File: config.mk
export PLATFORM = sky130hd
export DESIGN_NAME = led_blink_pattern_generator
export DESIGN_NICKNAME = d
export VERILOG_FILES = /design/src/hdl/lbpg_pkg.sv /design/src/hdl/lbpg_level.sv /design/src/hdl/lbpg_regs.sv /design/src/hdl/led_blink_pattern_generator.sv
export SDC_FILE = /design/constraint.sdc
export NUM_CORES = 1
export LEC_CHECK = 0
export ABC_AREA = 0
export BUFFER_PORTS_ARGS = -buffer_cell sky130_fd_sc_hd__buf_2
export CORE_MARGIN = 8
export CORE_UTILIZATION = 46
export CTS_BUF_LIST = sky130_fd_sc_hd__clkbuf_4
export DETAILED_ROUTE_END_ITERATION = 8
export PLACE_DENSITY = 0.73
export SYNTH_ARGS = -nofsm -noshare
export SYNTH_HDL_FRONTEND = slang
export SYNTH_SLANG_ARGS = --single-unit
File: constraint.sdc
create_clock -name clk -period 3.9 [get_ports clk]
set_input_delay 0 -clock clk [delete_from_list [all_inputs] [get_ports clk]]
set_output_delay 0 -clock clk [all_outputs]
set_load 0.01 [all_outputs]
File: src/hdl/lbpg_pkg.sv
package lbpg_pkg;

  localparam int TIME_WIDTH = 32;
  localparam int NOW_WIDTH  = 32;
  localparam int ADDR_WIDTH = 3;
  localparam int DATA_WIDTH = 32;

  typedef logic [TIME_WIDTH-1:0] time_t;

  typedef enum logic [2:0] {
    MODE_SLOW   = 3'd0,
    MODE_NORMAL = 3'd1,
    MODE_FAST   = 3'd2,
    MODE_DOUBLE = 3'd3,
    MODE_TRIPLE = 3'd4,
    MODE_NINETY = 3'd5,
    MODE_ON     = 3'd6,
    MODE_OFF    = 3'd7
  } mode_t;

  typedef enum logic {
    REG_MODE   = 1'b0,
    REG_UNUSED = 1'b1
  } reg_idx_t;

  // Period lengths and toggle points in ms
  localparam int PERIOD_SLOW   = 1900;
  localparam int PERIOD_NORMAL = 900;
  localparam int PERIOD_FAST   = 200;
  localparam int PERIOD_DOUBLE = 1000;
  localparam int PERIOD_TRIPLE = 2000;
  localparam int EDGE_1        = 100;
  localparam int EDGE_2        = 200;
  localparam int EDGE_3        = 300;
  localparam int EDGE_4        = 400;
  localparam int EDGE_5        = 500;

  typedef struct packed {
    logic restart;
    logic level;
  } step_res_t;

endpackage

File: src/hdl/lbpg_level.sv
module lbpg_level (
  input  lbpg_pkg::mode_t     mode,
  input  lbpg_pkg::time_t     now,
  input  lbpg_pkg::time_t     start,
  input  logic                held,
  output lbpg_pkg::step_res_t res
);
  import lbpg_pkg::*;

  time_t elapsed;
  logic  ge_e1, ge_e2, ge_e3, ge_e4, ge_e5;
  logic  ge_slow, ge_normal, ge_fast, ge_double, ge_triple;
  logic  past_end;
  logic  lvl;

  assign elapsed   = now - start;
  assign ge_e1     = elapsed >= time_t'(EDGE_1);
  assign ge_e2     = elapsed >= time_t'(EDGE_2);
  assign ge_e3     = elapsed >= time_t'(EDGE_3);
  assign ge_e4     = elapsed >= time_t'(EDGE_4);
  assign ge_e5     = elapsed >= time_t'(EDGE_5);
  assign ge_slow   = elapsed >= time_t'(PERIOD_SLOW);
  assign ge_normal = elapsed >= time_t'(PERIOD_NORMAL);
  assign ge_fast   = elapsed >= time_t'(PERIOD_FAST);
  assign ge_double = elapsed >= time_t'(PERIOD_DOUBLE);
  assign ge_triple = elapsed >= time_t'(PERIOD_TRIPLE);

  always_comb begin
    past_end = 1'b0;
    lvl      = 1'b0;
    case (mode)
      MODE_SLOW: begin
        past_end = ge_slow;
        lvl      = ge_e1;
      end
      MODE_NORMAL: begin
        past_end = ge_normal;
        lvl      = ge_e1;
      end
      MODE_FAST: begin
        past_end = ge_fast;
        lvl      = ge_e1;
      end
      MODE_DOUBLE: begin
        past_end = ge_double;
        lvl      = ge_e1 ^ ge_e2 ^ ge_e3;
      end
      MODE_TRIPLE: begin
        past_end = ge_triple;
        lvl      = ge_e1 ^ ge_e2 ^ ge_e3 ^ ge_e4 ^ ge_e5;
      end
      MODE_NINETY: begin
        past_end = ge_normal;
        lvl      = ~ge_e1;
      end
      MODE_ON: begin
        past_end = 1'b0;
        lvl      = 1'b0;
      end
      MODE_OFF: begin
        past_end = 1'b0;
        lvl      = 1'b1;
      end
      default: begin
        past_end = 1'b0;
        lvl      = 1'b1;
      end
    endcase
  end

  // At the period boundary restart the period and hold the last level
  assign res.restart = past_end;
  assign res.level   = past_end ? held : lvl;

endmodule

File: src/hdl/lbpg_regs.sv
module lbpg_regs (
  input  logic                                clk,
  input  logic                                rst_n,
  input  logic                                psel,
  input  logic                                penable,
  input  logic                                pwrite,
  input  logic [lbpg_pkg::ADDR_WIDTH-1:0]     paddr,
  input  logic [lbpg_pkg::DATA_WIDTH-1:0]     pwdata,
  output logic [lbpg_pkg::DATA_WIDTH-1:0]     prdata,
  output logic                                pready,
  output lbpg_pkg::mode_t                     mode
);
  import lbpg_pkg::*;

  mode_t    mode_r;
  mode_t    mode_nxt;
  reg_idx_t idx;
  logic     wr_en;

  assign idx    = reg_idx_t'(paddr[2]);
  assign pready = 1'b1;
  assign wr_en  = psel && penable && pwrite && pready;

  always_comb begin
    mode_nxt = mode_r;
    if (wr_en && idx == REG_MODE) begin
      mode_nxt = mode_t'(pwdata[2:0]);
    end
  end

  always_ff @(posedge clk) begin
    if (!rst_n) begin
      mode_r <= MODE_SLOW;
    end else begin
      mode_r <= mode_nxt;
    end
  end

  always_comb begin
    case (idx)
      REG_MODE: prdata = {{(DATA_WIDTH-3){1'b0}}, mode_r};
      default:  prdata = '0;
    endcase
  end

  assign mode = mode_r;

endmodule

File: src/hdl/led_blink_pattern_generator.sv
// Each input transaction passes the input register and then the result register.
// Throughput: one transaction per cycle while out_stall is low; the pattern logic
// between the two registers reads and updates period start and held level per item.
// Reset (synchronous, rst_n low): pattern slow, period start 0, held level 0
// (LED lit), both pipeline stages empty.
module led_blink_pattern_generator (
  input  logic                             clk,
  input  logic                             rst_n,
  input  logic                             psel,
  input  logic                             penable,
  input  logic                             pwrite,
  input  logic [lbpg_pkg::ADDR_WIDTH-1:0]  paddr,
  input  logic [lbpg_pkg::DATA_WIDTH-1:0]  pwdata,
  output logic [lbpg_pkg::DATA_WIDTH-1:0]  prdata,
  output logic                             pready,
  input  logic                             in_valid,
  output logic                             in_stall,
  input  logic [lbpg_pkg::NOW_WIDTH-1:0]   in_now_ms,
  output logic                             out_valid,
  input  logic                             out_stall,
  output logic                             out_pin_level
);
  import lbpg_pkg::*;

  mode_t     mode;
  step_res_t res;

  logic  s1_valid_r, s1_valid_nxt;
  time_t s1_now_r, s1_now_nxt;
  logic  out_valid_r, out_valid_nxt;
  logic  out_pin_r, out_pin_nxt;
  time_t start_r, start_nxt;
  logic  held_r, held_nxt;
  logic  can_out;
  logic  s2_fire;
  logic  in_fire;

  lbpg_regs u_regs (
    .clk     (clk),
    .rst_n   (rst_n),
    .psel    (psel),
    .penable (penable),
    .pwrite  (pwrite),
    .paddr   (paddr),
    .pwdata  (pwdata),
    .prdata  (prdata),
    .pready  (pready),
    .mode    (mode)
  );

  lbpg_level u_level (
    .mode  (mode),
    .now   (s1_now_r),
    .start (start_r),
    .held  (held_r),
    .res   (res)
  );

  assign can_out  = !out_valid_r || !out_stall;
  assign s2_fire  = s1_valid_r && can_out;
  assign in_stall = s1_valid_r && !can_out;
  assign in_fire  = in_valid && !in_stall;

  always_comb begin
    s1_valid_nxt  = s1_valid_r;
    s1_now_nxt    = s1_now_r;
    out_valid_nxt = out_valid_r;
    out_pin_nxt   = out_pin_r;
    start_nxt     = start_r;
    held_nxt      = held_r;
    // drain the result register once taken
    if (out_valid_r && !out_stall) begin
      out_valid_nxt = 1'b0;
    end
    if (s2_fire) begin
      out_valid_nxt = 1'b1;
      out_pin_nxt   = res.level;
      held_nxt      = res.level;
      if (res.restart) begin
        start_nxt = s1_now_r;
      end
      s1_valid_nxt = 1'b0;
    end
    if (in_fire) begin
      s1_valid_nxt = 1'b1;
      s1_now_nxt   = time_t'(in_now_ms);
    end
  end

  always_ff @(posedge clk) begin
    if (!rst_n) begin
      s1_valid_r  <= 1'b0;
      out_valid_r <= 1'b0;
      start_r     <= '0;
      held_r      <= 1'b0;
    end else begin
      s1_valid_r  <= s1_valid_nxt;
      out_valid_r <= out_valid_nxt;
      start_r     <= start_nxt;
      held_r      <= held_nxt;
    end
  end

  always_ff @(posedge clk) begin
    s1_now_r  <= s1_now_nxt;
    out_pin_r <= out_pin_nxt;
  end

  assign out_valid     = out_valid_r;
  assign out_pin_level = out_pin_r;

`ifndef SYNTHESIS
  a_stall_only_full: assert property (@(posedge clk) disable iff (!rst_n)
    in_stall |-> (s1_valid_r && out_valid_r))
    else $error("input stalled while a stage is free");

  a_held_matches_out: assert property (@(posedge clk) disable iff (!rst_n)
    out_valid_r |-> (held_r == out_pin_r))
    else $error("held level differs from delivered level");

  a_always_on: assert property (@(posedge clk) disable iff (!rst_n)
    (s2_fire && mode == MODE_ON) |=> (out_valid_r && !out_pin_r))
    else $error("always-on mode produced a dark pin");

  a_restart_holds: assert property (@(posedge clk) disable iff (!rst_n)
    (s2_fire && res.restart) |=> $stable(held_r))
    else $error("held level changed at a period restart");
`endif

endmodule

# After elaboration in Yosys (flattened, before gate mapping)
# Cells that the tools add are included.
[totals]
memories = 0
input_bits = 74
ram_bits = 0
wordCells = 57
romBits = 0
regBits = 71
latchBits = 0
[op_classes]
n_addsub = 1
shift = 0
div = 0
n_reduce_logical = 19
n_eq_ne = 7
muxes = 8
bitwise_logic = 6
n_mul = 0
magnitude_cmp = 9
[op_table]
columns = ["operator", "n"]
rows = [
  ["32-bit by 9-bit >= comparator with 1-bit output, second input constant", 3],
  ["32-bit by 10-bit >= comparator with 1-bit output, second input constant", 2],
  ["32-bit by 11-bit >= comparator with 1-bit output, second input constant", 2],
  ["32-bit by 7-bit >= comparator with 1-bit output, second input constant", 1],
  ["32-bit by 8-bit >= comparator with 1-bit output, second input constant", 1],
  ["32-bit subtractor", 1],
  ["3-bit equality test, second input constant", 4],
  ["1-bit case mux with 6 select lines", 2],
  ["1-bit logical AND", 7],
  ["3-bit by 2-bit equality test with 1-bit output, second input constant", 2],
  ["1-bit two-way mux", 5],
  ["1-bit logical NOT", 4],
  ["2-bit nonzero test", 2],
  ["2-bit OR reduction", 2],
  ["1-bit XOR", 4],
  ["3-bit by 1-bit equality test with 1-bit output, second input constant", 1],
  ["3-bit logical NOT", 1],
  ["3-bit two-way mux", 1],
  ["3-bit OR reduction", 1],
  ["1-bit NOT", 2],
  ["2-bit AND reduction", 1],
  ["1-bit logical OR", 1],
]

# Longest topological paths before layout
# Gate-level depths: netlist (run 1).
[depth]
word_depth = 8
ltp_mapped = 15

# Modules after synthesis
# Synthesis (run 1) repeated with hierarchy kept, for this count alone.
[unflattened]
cells_unflattened = 631
area_unflattened_um2 = 5375.2
[by_module_without_submodules]
columns = ["module", "cells_per_inst", "instances", "area_each_um2", "seq_area_each_um2"]
rows = [
  ["lbpg_level", 396, 1, 2556.2, 0.0],
  ["led_blink_pattern_generator", 186, 1, 2432.3, 1691.6],
  ["lbpg_regs", 49, 1, 386.6, 60.1],
]

# Worst setup path after synthesis (run 1)
# No wires, ideal clock.
[synth_timing]
path_kind = "register to register"
startpoint = "register s1_now_r[0]"
endpoint = "register out_pin_r (netlist: out_pin_level) (data pin)"
setup_slack_ns = 0.554
n_path_buf = 0
required_time_ns = 3.644
path_stages_with_launch = 14
t_arrival_ns = 3.090
cell_sequence = "edfxtp_1 inv_1 ha_1 fa_1 nand2b_1 a21bo_2 a21boi_2 o311ai_4 and3_1 a2111oi_2 o2111ai_1 nand4bb_4 mux2_1 o22a_1"
[synth_lines]
columns = ["item", "line_no", "rtl"]
rows = [
  ["start, declared", "led_blink_pattern_generator.sv:29", "time_t s1_now_r, s1_now_nxt;"],
  ["start signal, assigned", "led_blink_pattern_generator.sv:105", "s1_now_r <= s1_now_nxt;"],
  ["end signal, assigned", "led_blink_pattern_generator.sv:106", "out_pin_r <= out_pin_nxt;"],
  ["end, declared", "led_blink_pattern_generator.sv:31", "logic out_pin_r, out_pin_nxt;"],
]

# Worst setup path in the final report (run 1)
[layout_timing]
startpoint = "register s1_now_r[11]"
endpoint = "register start_r[14]"
[layout_between]
elab_chain_len = 4
word_cells_on_any_way = 8
cone_classes = "1 x add/sub; 5 x order compare; 1 x mux; 1 x reduce/logical"
[layout_lines]
columns = ["item", "line_no", "rtl"]
rows = [
  ["32-bit subtractor (*)", "lbpg_level.sv:16", "assign elapsed = now - start;"],
  ["32-bit by 10-bit >= comparator with 1-bit output, or another cell as far along", "lbpg_level.sv:23", "assign ge_normal = elapsed >= time_t'(PERIOD_NORMAL);"],
  ["1-bit case mux with 6 select lines (*)", "lbpg_level.sv:31", "case (mode)"],
  ["2-bit AND reduction (no line) (*)", "--", ""],
  ["end signal, assigned", "led_blink_pattern_generator.sv:99", "start_r <= start_nxt;"],
  ["end, declared", "led_blink_pattern_generator.sv:32", "time_t start_r, start_nxt;"],
]
# Mark *: on every way between the ends. The rest lies on a longest branch, timed or not.
# A chain may end at the register's enable or synchronous reset.

==> impl_metrics.env, run 1 <==
export IMPL_outcome="finished clean"
export IMPL_vias_per_cell=5.662
export IMPL_drt_wl_total_mm=13.74
export IMPL_power_leakage_nw=2.600
export IMPL_route_detailed_drc=0
export IMPL_power_density_nw_per_um2=305.6
export IMPL_synth_simple_area_share_pct=20.43
export IMPL_numCtsBuffers=9
export IMPL_syn_area_per_cell_um2=8.416
export IMPL_cp_end_kind="flop"
export IMPL_dp_cells=835
export IMPL_antenna_cells=0
export IMPL_fin_crit_ns=3.715
export IMPL_ys_types=75
export IMPL_core_area_um2=11810
export IMPL_min_path_type="input pin to flop"
export IMPL_hpwl_mm=9.813
export IMPL_max_stage_delay_ns=0.43
export IMPL_finalSetupViolations=0
export IMPL_overflow=0
export IMPL_start_util_pct=46.31
export IMPL_fin_cells=897
export IMPL_place_ws_ns=0.07871
export IMPL_final_area_um2=6492
export IMPL_final_antenna_net_count=0
export IMPL_netlist_area_um2=5470
export IMPL_antenna_found_initial=0
export IMPL_crit_slowest_cell="edfxtp_1"
export IMPL_placed_cell_area_um2=5789
export IMPL_fillers=1057
export IMPL_num_vias=5079
export IMPL_htree_levels=3
export IMPL_tightest_slew_ns=1.184
export IMPL_start_kind="flop"
export IMPL_die_w_um=125.1
export IMPL_portBuffers=48
export IMPL_relSlewSlack_pct=21.06
export IMPL_grt_max_degree=71
export IMPL_synth_compound_area_share_pct=26.72
export IMPL_clock_sinks=71
export IMPL_ir_drop_mv=0.1939
export IMPL_drive_gt1_share_pct=19.73
export IMPL_synthAdderAreaFrac_pct=7.457
export IMPL_std_cell_rows=40
export IMPL_synth_warnings=0
export IMPL_cts_tree="built"
export IMPL_fin_worst_skew_ns=0.01639
export IMPL_maxSlewViolCount=0
export IMPL_first_pass_iters=7
export IMPL_timing_reg2reg_setup_slack_ns=0.19
export IMPL_crit_arrival_ns=4.11
export IMPL_hold_viol_final=0
export IMPL_grtUsageTotal_pct=16.92
export IMPL_synth_top_family_by_area="compound AO/OA/AOI/OAI gates"
export IMPL_area_growth_pct=18.69
export IMPL_fmax_mhz=269.2
export IMPL_ys_ff_latch=71
export IMPL_fp_dieArea_um2=15640
export IMPL_synth_ff_type="dfxtp_1"
export IMPL_synthXorXnorAreaFrac_pct=1.281
export IMPL_clk_latency_ns=0.47
export IMPL_ctsLongestPathBuffers=2
export IMPL_drv_cap=0
export IMPL_detail_route_wl_per_cell_um=15.32
export IMPL_nNetsFinal=851
export IMPL_async_reset_ff_share_pct=0
export IMPL_synth_seq_area_share_pct=32.02
export IMPL_crit_required_ns=4.29
export IMPL_critical_path_max_fanout=16
export IMPL_fin_ws_ns=0.1852
export IMPL_die_h_um=125.1
export IMPL_syn_inst=650
export IMPL_synth_mux_area_share_pct=1.510
export IMPL_dr_first_iter_drc_count=374
export IMPL_clock_root_buffer="clkbuf_4"
export IMPL_finish_utilization_pct=54.97
export IMPL_path_cells="ha_1 -> buf_4 -> a21o_1 -> a31o_1 -> a21o_1 -> o311ai_4 -> a221oi_1 -> a41oi_1 -> o2111ai_1 -> nand4bb_4 -> o211ai_4 -> buf_4 -> buf_12 -> nand3_1 -> o21ai_2"
export IMPL_fin_crit_sh_pct=95.25
export IMPL_clk_pin_slew_ns=0.12
export IMPL_worstSetupPathType="flop to flop"
export IMPL_synth_edf_count=33
export IMPL_gp_congestion=0.8945
export IMPL_pin_count=110
export IMPL_grt_pass1_wl_mm=22.09
export IMPL_grt_pass1_vias=4746
metal layers:
metal	share of wire, %	vias up	wire length [µm]	GRT usage (%)
li1	-	2527	-	-
met1	45	2368	6131	20.04
met2	47	158	6420	27.90
met3	6.4	26	878	4.462
met4	2.2	0	308	8.309
met5	0	-	0	0
worst max-delay path, delay by kind of cell, from the launching register on:
kind,cells,cell delay [ns]
AOI/OAI and AO/OA,9,2.02
adders and majority gates,1,0.36
buffers and inverters,3,0.50
DFF,1,0.43
and+or+nand+nor,2,0.36
final cells by class:
class / instances / area [µm²] / share of cell area [%]
tap: 147 / 183.9 / 2.833
multi-input combinational: 504 / 3348 / 51.57
timing repair buffer: 118 / 923.4 / 14.22
inverter: 41 / 153.9 / 2.370
clock inverter: 5 / 48.80 / 0.7516
sequential: 71 / 1752 / 26.98
clock buffer: 11 / 82.58 / 1.272
worst paths after layout:
kind           startpoint        endpoint  cells past startpoint
min reg2reg    start_r[3]      start_r[3]                      2
max reg2reg  s1_now_r[11]     start_r[14]                     15
min               penable  u_regs.mode[0]                      4
max          s1_now_r[11]     start_r[14]                     15
sequential cells by signal (all words and copies together), names as in the netlist:
| register | flops |
|---|---|
| start_r | 32 |
| s1_now_r | 32 |
| out_pin_level | 1 |
| s1_valid_r | 1 |
| out_valid | 1 |
| u_regs.mode | 3 |
| held_r | 1 |
cells by family after synthesis:
family	after synthesis
compound gates	202
xor+xnor	8
mux	8
simple gates	224
other cells	2
fa+ha+maj	32
buf+inv	103
flops	71
what timing repair did:
action                                  4_1_cts  5_1_grt
hold buffers                                 39        0
endpoints found under the setup margin        0       34
setup buffers                                 0        5
endpoints found under the hold margin        38        0
resized for setup                             0       21
stage by stage:
| stage | hold WS [ns] | setup TNS, ns | power [mW] |
|---|---|---|---|
| final | 0.04130 | 0 | 1.984 |
| after global routing | 0.05788 | -0.001386 | 2.105 |
| after CTS | 0.001121 | 0 | 1.967 |
| after detailed placement | 0.1781 | 0 | 1.456 |
| after global placement | 0.1761 | 0 | 1.441 |
| after floorplan | 0.04292 | 0 | 1.329 |
synth_stat cells (all sizes together), types with 2 or more instances:
cell / number / area (µm²)
a221oi: 3 / 32.53
o211ai: 9 / 81.33
mux2: 2 / 22.52
o311ai: 3 / 43.80
o22ai: 2 / 12.51
clkbuf: 15 / 58.81
nor4: 4 / 25.02
nand4: 15 / 93.84
xnor2: 3 / 26.28
nor3: 16 / 80.08
o2111a: 2 / 22.52
nand3: 42 / 220.2
a311oi: 3 / 32.53
conb: 2 / 7.510
nand2: 67 / 251.5
nand2b: 7 / 43.79
nor2: 37 / 138.9
a31oi: 3 / 18.77
a211o: 2 / 17.52
o31a: 2 / 17.52
o21bai: 3 / 22.52
o21a: 9 / 67.56
xor2: 5 / 43.79
or3: 8 / 50.05
a2111oi: 3 / 38.79
o31ai: 6 / 45.04
a21boi: 4 / 33.78
a21o: 14 / 105.1
edfxtp: 33 / 991.0
o2111ai: 3 / 26.28
mux2i: 6 / 60.06
a21oi: 49 / 252.8
inv: 41 / 153.9
nor2b: 7 / 43.79
o211a: 2 / 20.02
o21ai: 62 / 411.7
ha: 31 / 387.9
nand4b: 3 / 26.28
and3: 11 / 68.82
a211oi: 8 / 65.06
dfxtp: 38 / 760.7
buf: 47 / 359.1
a41oi: 2 / 17.52
power breakdown:
group | internal, mW | switching [mW] | leakage, nW
sequential | 0.821 | 0.0224 | 0.633
combinational | 0.272 | 0.401 | 1.90
clock | 0.203 | 0.264 | 0.0696
total | 1.30 | 0.688 | 2.60
layout by cell type (no fill, tap or decap), types with 3 or more instances in the layout:
master,instances
nand2b_1,6
o21ai_0,27
a21oi_1,45
o21ai_1,8
o211ai_1,8
nor3_1,16
nor4_1,4
clkbuf_4,11
a21o_1,14
nor2b_1,6
o31ai_1,6
nand4b_1,3
nand4_1,15
o2111ai_1,3
a31oi_1,3
or3_1,8
xor2_1,5
dlygate4sd3_1,39
dfxtp_1,38
buf_4,27
clkinv_1,3
a211oi_1,6
o21ai_2,27
nand2_1,67
ha_1,30
edfxtp_1,33
a21oi_2,4
nor2_1,37
buf_2,48
inv_1,41
and3_1,11
mux2i_1,6
o21a_1,9
nand3_1,40
conb_1,30
(Power assumes the default switching activity.)
==> inputs of run 2 (changes only) <==
--- a/config.mk
+++ b/config.mk
@@ -8,10 +8,9 @@
 export ABC_AREA = 0
 export BUFFER_PORTS_ARGS = -buffer_cell sky130_fd_sc_hd__buf_2
 export CORE_MARGIN = 8
-export CORE_UTILIZATION = 46
-export CTS_BUF_LIST = sky130_fd_sc_hd__clkbuf_4
+export CORE_UTILIZATION = 56
 export DETAILED_ROUTE_END_ITERATION = 8
-export PLACE_DENSITY = 0.73
+export PLACE_DENSITY = 0.85
 export SYNTH_ARGS = -nofsm -noshare
 export SYNTH_HDL_FRONTEND = slang
 export SYNTH_SLANG_ARGS = --single-unit
==> run 2 against run 1 <==
Core utilization grew 12 points. Worst hold slack gained 0.11 ns. First-iteration DRC count grew 6.7%. Die area shrank 16%. Combinational power is essentially flat. Setup slack lost 0.064 ns. Wire length shrank 0.16%. Power grew 1.3%. Sequential cell count is the same. Critical path depth is the same. Clock skew shrank 0.0072 ns. Largest power group unchanged.
==> impl_metrics.env, run 2 (synthesized netlist as in run 1, its figures left out) <==
export IMPL_outcome="finished clean"
export IMPL_detail_route_wl_per_cell_um=15.71
export IMPL_power_leakage_nw=2.570
export IMPL_grtUsageTotal_pct=19.92
export IMPL_timing_reg2reg_setup_slack_ns=0.12
export IMPL_vias_per_cell=5.864
export IMPL_route_detailed_drc=0
export IMPL_ctsLongestPathBuffers=2
export IMPL_p_sw_share_pct=34.26
export IMPL_fin_ws_ns=0.1210
export IMPL_clk_pin_slew_ns=0.07
export IMPL_met3_usage_pct=4.254
export IMPL_r2r_start="s1_now_r[2]"
export IMPL_fin_crit_ns=3.779
export IMPL_first_pass_iters=5
export IMPL_finalSetupViolations=0
export IMPL_hold_path_depth=4
export IMPL_place_ws_ns=0.09133
export IMPL_die_w_um=114.8
export IMPL_crit_required_ns=4.14
export IMPL_cts_tree="built"
export IMPL_area_growth_pct=18.18
export IMPL_grt_max_degree=71
export IMPL_pin_count=110
export IMPL_worstSetupPathType="flop to flop"
export IMPL_start_kind="flop"
export IMPL_power_frac_seq_pct=42.0
export IMPL_crit_arrival_ns=4.02
export IMPL_switching_power_mw=0.6886
export IMPL_clock_sinks=71
export IMPL_final_antenna_net_count=0
export IMPL_fin_worst_skew_ns=0.009229
export IMPL_holdPathEnd="u_regs.mode[2]"
export IMPL_numCtsBuffers=9
export IMPL_antenna_cells=0
export IMPL_nNetsFinal=841
export IMPL_maxSlewViolCount=0
export IMPL_fillers=778
export IMPL_relSlewSlack_pct=22.84
export IMPL_min_from="penable"
export IMPL_holdWs_ns=0.1490
export IMPL_critical_path_max_fanout=16
export IMPL_timing_rr_end="start_r[0]"
export IMPL_power_frac_comb_pct=33.5
export IMPL_hpwl_mm=9.576
export IMPL_gp_congestion=0.9175
export IMPL_grt_pass1_vias=4683
export IMPL_startpoint="s1_now_r[2]"
export IMPL_num_vias=5119
export IMPL_fmax_mhz=264.6
export IMPL_min_path_type="input pin to flop"
export IMPL_grt_util_met1_pct=24.45
export IMPL_drv_cap=0
export IMPL_dr_first_iter_drc_count=399
export IMPL_core_area_um2=9639
export IMPL_layout_commonest_cell="nand2_1"
export IMPL_clk_latency_ns=0.36
export IMPL_tightest_slew_ns=1.157
export IMPL_hold_viol_final=0
export IMPL_intPower_mw=1.321
export IMPL_grt_met2_usage_pct=33.75
export IMPL_fin_crit_sh_pct=96.90
export IMPL_grt_pass1_wl_mm=21.42
export IMPL_die_h_um=114.8
export IMPL_total_power_mw=2.010
export IMPL_portBuffers=48
export IMPL_cp_end_kind="flop"
export IMPL_clock_root_buffer="clkbuf_8"
export IMPL_overflow=0
export IMPL_drt_wl_total_mm=13.72
export IMPL_ff2ff_path_depth=15
export IMPL_antenna_found_initial=0
export IMPL_start_util_pct=56.75
export IMPL_ir_drop_mv=0.2330
export IMPL_grt_busiest_layer="met2"
export IMPL_fp_dieArea_um2=13190
export IMPL_power_density_nw_per_um2=310.9
export IMPL_std_cell_rows=36
export IMPL_ff_latch_area_um2=1752
export IMPL_mostFrequentLayoutCells="67 x nand2_1, 48 x buf_2, 43 x a21oi_1"
export IMPL_htree_levels=3
export IMPL_clkPwrFrac_pct=24.5
export IMPL_multiInputGateArea_um2=3372
export IMPL_drive_gt1_share_pct=19.73
run 2: cell count changes in the layout (fill, tap and decap cells not counted), sizes merged:
cell         previous run  this run
clkinv                  3         2
bufinv                  1         0
clkbuf                 13        16
buf                    77        69
dlygate4sd3            39        37
clkinvlp                1         0
run 2: critical path, cell delays in order, from the launching register on:
cell	delay (ns)
edfxtp_1	0.40
ha_1	0.40
o211ai_1	0.31
a21oi_2	0.10
o21ai_0	0.38
buf_4	0.21
nand2_1	0.05
a211o_1	0.30
a211oi_1	0.23
nand4_1	0.17
nand4bb_4	0.30
o211ai_4	0.25
buf_12	0.15
buf_12	0.10
clkbuf_16	0.18
o21ai_0	0.11
run 2: power groups by stage:
stage	combinational, mW	clock [mW]	sequential [mW]
global route	0.739	0.536	0.848
finish	0.673	0.492	0.844
global placement	0.569	0	0.858
detailed placement	0.584	0	0.860
CTS	0.617	0.507	0.843
floorplan	0.474	0	0.854
run 2: cell type report:
| class | count | share of cell area, % |
|---|---|---|
| Clock buffer | 14 | 2.206 |
| Clock inverter | 2 | 0.1548 |
| Inverter | 41 | 2.380 |
| Multi-Input combinational cell | 504 | 52.16 |
| Sequential cell | 71 | 27.10 |
| Tap cell | 133 | 2.574 |
| Timing Repair Buffer | 108 | 13.43 |
run 2: worst max-delay path by stage:
| stage | to |
|---|---|
| after floorplan | out_pin_level |
| after global placement | out_pin_level |
| after detailed placement | start_r[0] |
| after CTS | start_r[0] |
| after global routing | start_r[0] |
| final | start_r[0] |
run 2: metal layers:
layer / share of wire (%) / vias to the layer above
li1: - / 2507
met4: 1.9 / 0
met5: 0 / -
met2: 47 / 168
met3: 6.6 / 26
met1: 44 / 2418
run 2: what timing repair did:
| action | in CTS | in global routing |
|---|---|---|
| resized for setup | 0 | 27 |
| endpoints found under the setup margin | 0 | 34 |
| setup buffers | 0 | 4 |
| hold buffers | 37 | 0 |
| hold endpoints to repair | 37 | 0 |
run 2: stage by stage:
step	setup TNS [ns]	std cells	util [%]	instance area, µm²
floorplan	0	678	-	5575
global placement	0	814	59.33	5719
detailed placement	0	814	59.33	5719
CTS	0	867	64.76	6242
global route	-0.03297	873	67.07	6465
finish	0	873	67.07	6465
